## src/rtl/knnh_ram.sv

```systemverilog
`timescale 1ns / 1ps
// ----------------------------------------------------------------------------
// knnh_ram
// Generic RAM with one write port and two registered read ports.
// ----------------------------------------------------------------------------
module knnh_ram #(
  parameter int unsigned WIDTH = 8,
  parameter int unsigned DEPTH = 16
) (
  input  logic                     clk_i,
  input  logic                     we_i,
  input  logic [$clog2(DEPTH)-1:0] waddr_i,
  input  logic [WIDTH-1:0]         wdata_i,
  input  logic                     re_a_i,
  input  logic [$clog2(DEPTH)-1:0] raddr_a_i,
  output logic [WIDTH-1:0]         rdata_a_o,
  input  logic                     re_b_i,
  input  logic [$clog2(DEPTH)-1:0] raddr_b_i,
  output logic [WIDTH-1:0]         rdata_b_o
);

  logic [WIDTH-1:0] mem [DEPTH];

  always_ff @(posedge clk_i) begin
    if (we_i) begin
      mem[waddr_i] <= wdata_i;
    end
  end

  // Reads return the old contents when the same entry is written.
  always_ff @(posedge clk_i) begin
    if (re_a_i) begin
      rdata_a_o <= mem[raddr_a_i];
    end
  end

  always_ff @(posedge clk_i) begin
    if (re_b_i) begin
      rdata_b_o <= mem[raddr_b_i];
    end
  end

endmodule

```

## config.mk

```make
export PLATFORM = sky130hd
export DESIGN_NAME = knnh_ram
export DESIGN_NICKNAME = d
export VERILOG_FILES = /design/src/rtl/knnh_ram.sv
export SDC_FILE = /design/constraint.sdc
export NUM_CORES = 1
export LEC_CHECK = 0
export CORE_UTILIZATION = 50
export CTS_CLUSTER_SIZE = 8
export DETAILED_ROUTE_END_ITERATION = 10
export DONT_BUFFER_PORTS = 1
export GPL_ROUTABILITY_DRIVEN = 0
export GPL_TIMING_DRIVEN = 0
export PLACE_DENSITY_LB_ADDON = 0.08
export SLEW_MARGIN = 5
export SYNTH_ARGS = -nofsm -noshare
export SYNTH_HDL_FRONTEND = slang
export SYNTH_SLANG_ARGS = --single-unit
```

## constraint.sdc

```tcl
create_clock -name clk_i -period 4.48 [get_ports clk_i]
set_input_delay 0.224 -clock clk_i [delete_from_list [all_inputs] [get_ports clk_i]]
set_output_delay 0.224 -clock clk_i [all_outputs]
set_load 0.1 [all_outputs]
```

### Word-level counts from Yosys, hierarchy flattened

Memory sizes are Yosys's and may differ from the RTL's. A register that Yosys moved wholly into a read port is not among the register bits.
Cells that the tools add are included.

| storage, ports and cells | value |
|---|---|
| bits in writable memories | 128 |
| register bits | 0 |
| bits in latches | 0 |
| output and inout bits | 16 |
| memories | 1 |
| memory bits (read-only) | 0 |

| cells by class | value |
|---|---|
| order comparisons | 0 |
| shift operators | 0 |
| divide/modulo/power cells | 0 |
| reduce and logical (&&, ||, !) cells | 0 |
| mux-type cells | 2 |
| bitwise gates (word level) | 0 |
| add/sub/neg operators | 0 |
| $mul | 0 |
| eq/ne operators | 0 |

Memories:

| memory | words | bits a word | read ports | clocked after Yosys merged registers in | write ports | RTL line | text |
|---|---|---|---|---|---|---|---|
| mem | 16 | 8 | 2 | 2 | 1 | 22 | `logic [WIDTH-1:0] mem [DEPTH];` |

Operators with widths:

| kind | number |
|---|---|
| two-way mux 1 bit | 2 |

### Depth between registers and ports, before layout

| logic depth | value |
|---|---|
| word-level depth | 2 |
| depth in mapped cells | 5 |
| gate-level depth less buffers | 3 |

### Worst setup path after synthesis

No wires, ideal clock.

| path | value |
|---|---|
| path kind | input to register |
| from | in waddr_i[2] |
| to | mem mem[0][0] (enable) |
| arrival time | 1334 ps |
| stages on the path | 2 |
| setup slack | 2763 ps |
| required time | 4097 ps |
| setup time | 383 ps |
| path through | or3b_2 -> nor3_1 |

RTL lines:

| item | RTL line | text |
|---|---|---|
| from (decl) | 12 | `input logic [$clog2(DEPTH)-1:0] waddr_i,` |
| to (decl) | 22 |  |

Straight into the memory's write port.

==> results.yml <==
cts:
  clock_latency_ns: 0.42
  cts_tree: "done"
  htreeDepth: 4
  cts_resized: 0
  cts_post_setup_buffers_inserted: 0
  root_buffer: "clkbuf_16"
  clock_path_buffers: 2
  holdBufCountCts: 10
  clock-sinks: 144
  numCtsBuffers: 17
  clkTransAtPathRegs_ns: 0.06
timing:
  hold_violations: 0
  tns_ns: 0
  min_period_ns: 1.68
  setup_viol: 0
  fmax_ghz: 0.597
  maxSlewViolCount: 0
  skew_ns: 0.0107
  relSlewSlack_pct: 26.5
  tightest_slew_ns: 1.10
  post-route-period-util_pct: 37.4
  holdWs_ns: 0.0891
  layout_setup_ws_ns: 2.80
  rsz0062_at_grt: "false"
global_route:
  grt-ovfl-total: 0
  grt_pass1_vias: 3463
  track_usage_pct: 25.2
  grt_max_degree: 17
  grt_pass1_wl_mm: 22.2
  antenna_found_initial: 2
logic_synthesis:
  synth_cell_types: 19
  synth_fa_ha_area_share_pct: 0
  synthMuxAreaShare_pct: 23.8
  netlist_area_um2: 6510
  syn-mean-instance-area_um2: 21.2
  ys_ff_latch: 144
  synthesis.nets: 331
  synth_seq_area_share_pct: 66.5
  yosys_warnings: 0
  synth-simple-area-share_pct: 3.35
  synth_top_family_by_area: "multiplexers"
  postSynthCellCount: 307
  synth_compound_area_share_pct: 3.69
  synth_xor_area_share_pct: 0
cells_and_area:
  finalNonFillerCells: 523
  syn2layout_area_growth_pct: 13.8
  n_fill_cell: 944
  layout_commonest_cell: "edfxtp_1"
  fin_nets: 361
  final_core_util_pct: 58.4
  drive_gt1_share_pct: 25.4
  final_cell_mix: "edfxtp_1, mux4_2, a22oi_1"
worst_setup_path:
  worstSetupPathType: "reg -> reg"
  required_ns: 4.65
  r2r_start: "mem[3][0]$_DFFE_PP_"
  worstSetupStartpointType: "register"
  end_kind: "register"
  cp-startpoint: "mem[3][0]$_DFFE_PP_"
  r2r_cells: 3
  cp.arrival_ns: 1.84
  crit_path_max_fanout: 2
pwr:
  ir_drop_v: 0.000292
  powerDensity_nw_per_um2: 427
  p_leak_nw: 2.44
floorplan:
  std_cell_rows: 41
  die_y_um: 116
  die-area_um2: 13500
  die_x_um: 116
  coreArea_um2: 12700
  initial_core_util_pct: 51.3
  io_pins: 40
place:
  portBuffers: 0
  place_ws_ns: 2.48
  placedCellCount: 480
  dp_hpwl_mm: 9.65
detailed_routing:
  first_iter_violations: 330
  wl_mm: 15.1
  drt_first_pass_iters: 5
  drt.antenna.violating_nets: 0
  drc: 0
  vias_per_cell: 6.43
  avgRoutedWirePerCell_um: 28.9
  vias: 3362
min_path:
  worst_hold_path.num_cells: 1
  hold_class: "in -> reg"
  holdCritStartpoint: "waddr_i[0]"
run:
  maxCapViolCount: 0
status:
  status: "finished clean"
per-stage QoR:
step | instance area (um^2) | power (mW)
final | 7410 | 3.16
after global placement | 6720 | 1.84
after detailed placement | 6750 | 1.85
after global routing | 7410 | 3.27
after floorplan | 6510 | 1.79
after CTS | 7400 | 3.18
cell families (layout without fill, tap and decap cells):
logic type / after synthesis / in the layout
AOI/OAI and AO/OA: 32 / 32
and+or+nand+nor: 47 / 47
DFF: 144 / 144
muxes: 64 / 64
other: 0 / 1
buffers and inverters: 20 / 63
flip-flops by register name, summed over array words and instances, names as in the netlist:
signal	flops
mem	128
rdata_a_o	8
rdata_b_o	8
path summary, 6_finish.rpt:
path	end	slack (ns)
worst max-delay path	rdata_a_o[0]$_DFFE_PP_	2.80
worst min-delay path	mem[4][5]$_DFFE_PP_	0.09
worst max register to register	rdata_a_o[0]$_DFFE_PP_	2.80
worst min register to register	rdata_a_o[0]$_DFFE_PP_	0.77
power by group:
part	leakage, nW	total, mW	switching (mW)	internal [mW]
Clock	0.261	1.32	0.515	0.807
Sequential	1.32	1.63	0.105	1.53
Combinational	0.858	0.210	0.114	0.0962
Total	2.44	3.16	0.734	2.43
metal layers:
metal  wire, um  track usage [%]
met3        994             6.75
met4        325             10.0
met2       7710             40.9
met1       6060             32.8
met5          9                0
cells in the mapped netlist, drive strengths merged:
cell type / count / share of area, %
mux4: 64 / 24
buf: 14 / 1.7
and2b: 2 / 0.23
clkdlybuf4s25: 6 / 0.92
edfxtp: 144 / 66
nand2: 17 / 0.98
nand3b: 2 / 0.23
and2: 2 / 0.19
nand2b: 2 / 0.19
or3b: 1 / 0.13
nand3: 1 / 0.077
nor2b: 2 / 0.19
nor2: 14 / 0.81
a22oi: 32 / 3.7
nor3: 4 / 0.31
layout make-up:
type | count | area, um^2 | area share, %
Tap cell | 172 | 215 | 2.91
Sequential cell | 144 | 4320 | 58.4
Antenna cell | 1 | 2.50 | 0.0338
Timing Repair Buffer | 11 | 108 | 1.45
Clock inverter | 13 | 121 | 1.64
Multi-Input combinational cell | 143 | 2030 | 27.4
Buffer | 20 | 173 | 2.33
Clock buffer | 19 | 433 | 5.85
critical path, cell delays in order, from the launching register on:
cell	delay [ns]
edfxtp_1	0.37
mux4_4	0.61
a22oi_1	0.34
nand2_1	0.09
(Power assumes the default switching activity.)
