**config.mk**
```make
export PLATFORM = sky130hd
export DESIGN_NAME = knnh_sorter
export DESIGN_NICKNAME = d
export VERILOG_FILES = /design/src/rtl/knnh_pkg.sv /design/src/rtl/knnh_sorter.sv
export SDC_FILE = /design/constraint.sdc
export NUM_CORES = 2
export LEC_CHECK = 0
export BUFFER_PORTS_ARGS = -buffer_cell sky130_fd_sc_hd__clkbuf_2
export CORE_ASPECT_RATIO = 0.75
export CORE_UTILIZATION = 50
export DETAILED_ROUTE_END_ITERATION = 6
export PLACE_DENSITY_LB_ADDON = 0.05
export SLEW_MARGIN = 0
export SYNTH_ARGS = -nofsm -noshare
export SYNTH_HDL_FRONTEND = slang
export SYNTH_SLANG_ARGS = --single-unit
export TNS_END_PERCENT = 30
```
**constraint.sdc**
```tcl
create_clock -name clk_i -period 5.8 [get_ports clk_i]
set_clock_uncertainty 0.15 [all_clocks]
set_input_delay 1.16 -clock clk_i [delete_from_list [all_inputs] [get_ports clk_i]]
set_output_delay 1.16 -clock clk_i [all_outputs]
set_load 0.02 [all_outputs]
```
**src/rtl/knnh_pkg.sv**
```systemverilog
`timescale 1ns / 1ps
// ----------------------------------------------------------------------------
// knnh_pkg
// Shared types, codes and helpers for the bounded max-heap unit.
// ----------------------------------------------------------------------------
package knnh_pkg;

  localparam int unsigned DIST_BITS  = 32;
  localparam int unsigned INDEX_BITS = 24;
  localparam int unsigned CFG_BITS   = 7;

  typedef enum logic [1:0] {
    OP_PUSH    = 2'd0,
    OP_LARGEST = 2'd1,
    OP_DRAIN   = 2'd2,
    OP_NONE    = 2'd3
  } op_e;

  typedef enum logic [3:0] {
    ST_CLEAR,
    ST_IDLE,
    ST_ROOT,
    ST_LEVEL,
    ST_CMP,
    ST_LARG,
    ST_EMPTY,
    ST_DLOAD,
    ST_DWAIT,
    ST_DOUT
  } state_e;

  typedef struct packed {
    op_e                   operation;
    logic [9:0]            row;
    logic [DIST_BITS-1:0]  distance;
    logic [INDEX_BITS-1:0] point_index;
  } in_t;

  typedef struct packed {
    logic [DIST_BITS-1:0]  distance_out;
    logic [INDEX_BITS-1:0] index_out;
    logic                  slot_valid;
    logic                  last;
  } out_t;

  // One heap slot as it is kept in memory.
  typedef struct packed {
    logic                  valid;
    logic [DIST_BITS-1:0]  distance;
    logic [INDEX_BITS-1:0] index;
  } entry_t;

  localparam entry_t EMPTY_ENTRY = '{valid: 1'b0, distance: '1, index: '0};

  // True if slot a is emitted before slot b when a row is drained.
  function automatic logic sorts_before(input entry_t a, input entry_t b);
    logic r;
    if (a.distance != b.distance) begin
      r = a.distance < b.distance;
    end else if (a.valid != b.valid) begin
      r = a.valid;
    end else begin
      r = a.index < b.index;
    end
    return r;
  endfunction

endpackage

```
**src/rtl/knnh_sorter.sv**
```systemverilog
`timescale 1ns / 1ps
// ----------------------------------------------------------------------------
// knnh_sorter
// Insertion sort register row: entries go in one a cycle, leave from the head.
// ----------------------------------------------------------------------------
module knnh_sorter #(
  parameter int unsigned K = 16
) (
  input  logic            clk_i,
  input  logic            rst_ni,
  input  logic            clr_i,
  input  logic            ins_i,
  input  knnh_pkg::entry_t ins_entry_i,
  input  logic            pop_i,
  output knnh_pkg::entry_t head_o
);

  localparam int unsigned CNT_W = $clog2(K + 1);

  knnh_pkg::entry_t sort_q [K];
  knnh_pkg::entry_t sort_d [K];
  logic [CNT_W-1:0] cnt_q, cnt_d;
  logic [K-1:0]     lt;

  // Each cell compares the new entry with its own content.
  always_comb begin
    for (int j = 0; j < K; j++) begin
      lt[j] = (CNT_W'(j) < cnt_q) && knnh_pkg::sorts_before(ins_entry_i, sort_q[j]);
    end
  end

  // Cells after the insertion point take their left neighbor; the
  // first cell whose left neighbor stays put takes the new entry.
  always_comb begin
    cnt_d = cnt_q;
    for (int j = 0; j < K; j++) begin
      sort_d[j] = sort_q[j];
    end
    if (clr_i) begin
      cnt_d = '0;
    end else if (ins_i) begin
      cnt_d = cnt_q + 1'b1;
      for (int j = 0; j < K; j++) begin
        if (lt[j] || (CNT_W'(j) == cnt_q)) begin
          if ((j > 0) && lt[(j == 0) ? 0 : j - 1]) begin
            sort_d[j] = sort_q[(j == 0) ? 0 : j - 1];
          end else begin
            sort_d[j] = ins_entry_i;
          end
        end
      end
    end else if (pop_i) begin
      for (int j = 0; j < K - 1; j++) begin
        sort_d[j] = sort_q[j + 1];
      end
    end
  end

  always_ff @(posedge clk_i or negedge rst_ni) begin
    if (!rst_ni) begin
      cnt_q <= '0;
    end else begin
      cnt_q <= cnt_d;
    end
  end

  always_ff @(posedge clk_i) begin
    for (int j = 0; j < K; j++) begin
      sort_q[j] <= sort_d[j];
    end
  end

  assign head_o = sort_q[0];

endmodule

```
Word-level counts from Yosys, hierarchy flattened. Memory sizes are Yosys's and may differ from the RTL's. Cells that the tools add are included.

Flip-flop bits (word level): 5. Memory bits (writable): 912. Input port bits: 62. Memories kept: 1.

Memory list: sort_q (words 16, width 57, rd ports 16, clocked after memory_dff 0, wr ports 16, RTL line knnh_sorter.sv:20) `knnh_pkg::entry_t sort_q [K];`.

Add/sub/neg operators: 1. Magnitude comparators: 48. Equality and inequality tests: 47. Muxes and demuxes: 69. Reductions and logical operators: 34.

Operators by type and width (count): 57-bit 2-to-1 mux (32); 855-bit 2-to-1 mux (2); 912-bit 2-to-1 mux (1); 32-bit < comparator (16); 32-bit != test (16); 24-bit < comparator (16); 4-bit by 5-bit == test with 1-bit output, first input constant (8); 4-bit by 5-bit < comparator with 1-bit output, first input constant (8); 1-bit 2-to-1 mux (32); 3-bit by 5-bit == test with 1-bit output, first input constant (4); 3-bit by 5-bit < comparator with 1-bit output, first input constant (4); 1-bit logical AND (16); 1-bit logical OR (16); 1-bit != test (16); 2-bit by 5-bit == test with 1-bit output, first input constant (2); 1-bit by 5-bit < comparator with 1-bit output, first input constant (2); 2-bit by 5-bit < comparator with 1-bit output, first input constant (2); 5-bit 2-to-1 mux (2); 5-bit by 1-bit adder with 5-bit output, second input constant (1); 1-bit by 5-bit == test with 1-bit output, first input constant (1); 5-bit logical NOT (1); 2-bit nonzero test (1).

Depth between registers and ports, before layout.
Word-level depth: 8. Depth in mapped cells: 13. Depth with buffers taken out: 10.

Worst setup path after synthesis. OpenSTA, ideal clock, no wires.

Path kind: in2reg. Start: input port ins_entry_i[33] (netlist bit). End: memory sort_q[1][285] (netlist bit) (enable). Arrival time: 6.355 ns. Data required time: 5.144 ns. Slack: -1.211 ns. Stages: 10. Path buffers: 2. Cells stage by stage: ha_1 > a21o_1 > a21o_1 > a221o_1 > a2111oi_0 > a2bb2oi_1 > o221ai_1 > buf_4 > buf_4 > a31oi_1.

RTL lines: start, declared (RTL line knnh_sorter.sv:13) `input knnh_pkg::entry_t ins_entry_i,`; end, declared (RTL line knnh_sorter.sv:20).

==> run_results.csv <==
group,metric,value,unit
placed_design,dpl_cell_area,75100,sq um
worst_setup_path,critical_path_class,"input port to register",
synth,synthesis.area,71200,sq um
sta,setup_viol,0,
clock_tree,cts_tree,"yes",
synth,synthArstFlopShare,0.00545,
synth,yosys-top-cells-area,"edfxtp_1, ha_1, mux2i_1",
worst_setup_path,r2r_start,"sort_q[1][157]$_DFFE_PP_",
clock_tree,cts_root_buf,"clkbuf_16",
sta,final-max-slew-violation-count,5,
cells_and_area,final_core_util,0.557,
grt,grt_overflow,0,
outcome,violations,"DRC, capacitance limit, slew limit",
worst_setup_path,cpPeakStageDelay,1.39,ns
sta,period_needed,5.54,ns
worst_setup_path,worstPathArrival,5.79,ns
synth,yosys_warnings,0,
min_path,hp-class,"input port to asynchronous set/reset pin",
grt,grt_antenna_before_repair,7,
synth,yosysSeqAreaShare,0.386,
sta,rsz0062_at_grt,"no",
sta,hold_ws,0.0785,ns
outcome,status,"finished, violations left",
worst_setup_path,critical-path-slowest-cell,"nor3_1",
clock_tree,cts_resized,0,
worst_setup_path,rrSetupSlack,0.66,ns
worst_setup_path,worst-path-buf-inv,3,
synth,synthCells,7590,
synth,synth_edf_count,912,
cells_and_area,drive_gt1_frac,0.0833,
cells_and_area,finalNonFillerCells,9491,
sta,setup_slack,0.259,ns
worst_setup_path,crit_chain,"clkbuf_2 -> buf_4 -> ha_1 -> and4_1 -> nand4bb_1 -> nor3_1 -> nor4_1 -> nor2_1 -> o211ai_1 -> a21oi_4 -> buf_4",
placed_design,dpl.cell_count,9302,
job,cap_violations,1,
clock_tree,clk_latency,0.76,ns
sta,finalHoldViolCount,0,
floorplanning,dieArea,144000,sq um
floorplanning,die_h,329,um
worst_setup_path,crit_path_max_fanout,22,
drt,viasPerCell,6.54,
floorplanning,io_pins,119,
floorplanning,rows,119,
drt,drtIter0Drc,8315,
clock_tree,cts_num_sinks,917,
drt,vias,62069,
worst_setup_path,r2r_cells,10,
synth,ys_types,80,
drt,post_drt_wl_per_cell,28.0,um
floorplanning,coreArea,141000,sq um
grt,grt_pass1_vias,57936,
grt,grt_first_pass_wirelength,387000,um
worst_setup_path,crit_required,6.05,ns
worst_setup_path,cp-end-kind,"register",
clock_tree,hold_buffers,0,
synth,yosys.area.top_type,"edfxtp_1",
sta,post-route-period-util,0.955,
synth,synth_top_cell_area_share,0.385,
pwr,cellLeakagePower,35.3,nW
cells_and_area,nets,8477,
sta,worst_pin_slew,1.59,ns
clock_tree,htree_levels,3,
placed_design,gp_congestion,0.946,
worst_setup_path,cp_top_family,"simple AND/OR/NAND/NOR gates",
clock_tree,clk_pin_slew_worst_paths,0.07,ns
drt,drcViolationCount,8,
cells_and_area,area_delta_synth_final,10.3,%
placed_design,place_ws,-0.246,ns
floorplanning,initial_utilization,0.505,
clock_tree,postCtsSetupRepairBufs,0,
cells_and_area,fin_area,78500,sq um
drt,first_pass_iters,7,
floorplanning,die_w,438,um
drt,routed_wl,266000,um
clock_tree,clk_path_buf_depth,3,
worst_setup_path,critPathLaunchType,"input port",
placed_design,hpwl,194000,um
synth,synth_top_flop_cell,"edfxtp_1",
placed_design,io_buffers,118,
synth,synth_seq_cells,917,
grt,grt_max_degree,181,
clock_tree,cts_buffers,103,
synth,syn_avg_cell_area,9.38,sq um
synth,synth_nets,8535,
worst_setup_path,cpMostUsedCell,"buf_4",
sta,fmaxAchievable,0.180,GHz
grt,track_usage,0.360,
sta,max_slew_margin,-0.0656,
worst_setup_path,rr_endpoint,"sort_q[1][116]$_DFFE_PP_",
pwr,peakVddDrop,0.226,mV
pwr,p_per_area,234,nW/um^2
drt,ant_nets,0,
[layout by cell type, fill, tap and decap left out, drive strengths merged, types with 41 or more instances in the layout]
cell type  instances
nand4            144
a22oi            112
inv              900
and2              62
a221o            116
nor3             139
o211ai           143
a21oi            525
nand2            457
mux2i            401
clkinv            43
nand3            276
or3              120
a21o             181
ha               883
a31oi            239
nor2b             41
buf              280
a211oi            52
mux2              57
edfxtp           912
o21ai            284
nor2             558
clkbuf           240
o221ai           174
[stage by stage]
stage	setup TNS, ns	power (W)
after floorplan	-355.43	0.0101
final	0	0.0184
after CTS	0	0.0183
after global placement	-16.20	0.0114
after detailed placement	-19.14	0.0115
after global routing	0	0.0190
[where the power goes]
| group | total, W | switching (W) | internal, W |
|---|---|---|---|
| clock network | 0.00691 | 0.00304 | 0.00388 |
| logic | 0.00350 | 0.00227 | 0.00123 |
| registers | 0.00797 | 0.000244 | 0.00773 |
[final cells by class]
type	count	area, sq um
clock inverters	64	651
diodes	2	5.00
well taps	1875	2350
clock buffers	123	2700
repair buffers	397	3660
multi-input cells	5217	38300
fillers	12777	62400
inverters	896	3370
flip-flops and latches	917	27500
[synth_stat cells (all sizes together) (19+ instances only)]
library cell  instances
nor4                 19
buf                 142
inv                 895
a21oi               525
nand2               457
nor3                139
o221ai              174
or3                 120
mux2i               401
nand3               276
mux2                 57
clkbuf              418
a31oi               239
a21o                181
a211oi               52
o21ai               284
ha                  883
nor2                558
edfxtp              912
and2                 62
nand2b               32
o211ai              143
and4                 30
a22oi               112
a221o               116
nand4               144
nor2b                41
a2111oi              20
[sequential cells by signal, indices dropped and copies added, names as in the netlist]
signal,cells
cnt_q,5
sort_q,912
[worst max path at each step]
stage / start / end / slack [ns] / cells past startpoint
2_1_floorplan: ins_entry_i[24] / sort_q[0][100]$_DFFE_PP_ / -0.86 / 12
3_3_place_gp: ins_entry_i[40] / sort_q[1][115]$_DFFE_PP_ / -0.18 / 11
3_5_place_dp: ins_entry_i[40] / sort_q[1][116]$_DFFE_PP_ / -0.25 / 11
4_1_cts: ins_entry_i[40] / sort_q[1][116]$_DFFE_PP_ / 0.54 / 11
5_1_grt: ins_entry_i[35] / sort_q[1][116]$_DFFE_PP_ / 0.28 / 11
6_report: ins_entry_i[40] / sort_q[1][116]$_DFFE_PP_ / 0.26 / 11
[per-layer routing]
| metal | global-route usage | up-vias | part of all wire |
|---|---|---|---|
| met5 | 0 | - | 0.000083 |
| met4 | 0.0924 | 4 | 0.026 |
| met3 | 0.0940 | 378 | 0.11 |
| met2 | 0.516 | 3188 | 0.41 |
| met1 | 0.533 | 30469 | 0.45 |
| li1 | - | 28030 | - |
[logic make-up (layout without fill, tap and decap cells)]
logic type      count (synthesis)  after routing  share of synthesized area
other cells                     0              2                          0
mux                           458            458                     0.0654
xor+xnor                        4              4                   0.000492
flops                         917            917                      0.386
compound gates               1962           1962                      0.184
buf+inv                      1456           1480                     0.0823
simple gates                 1906           1906                      0.126
fa+ha+maj                     887            887                      0.156
(Power assumes the default switching activity.)
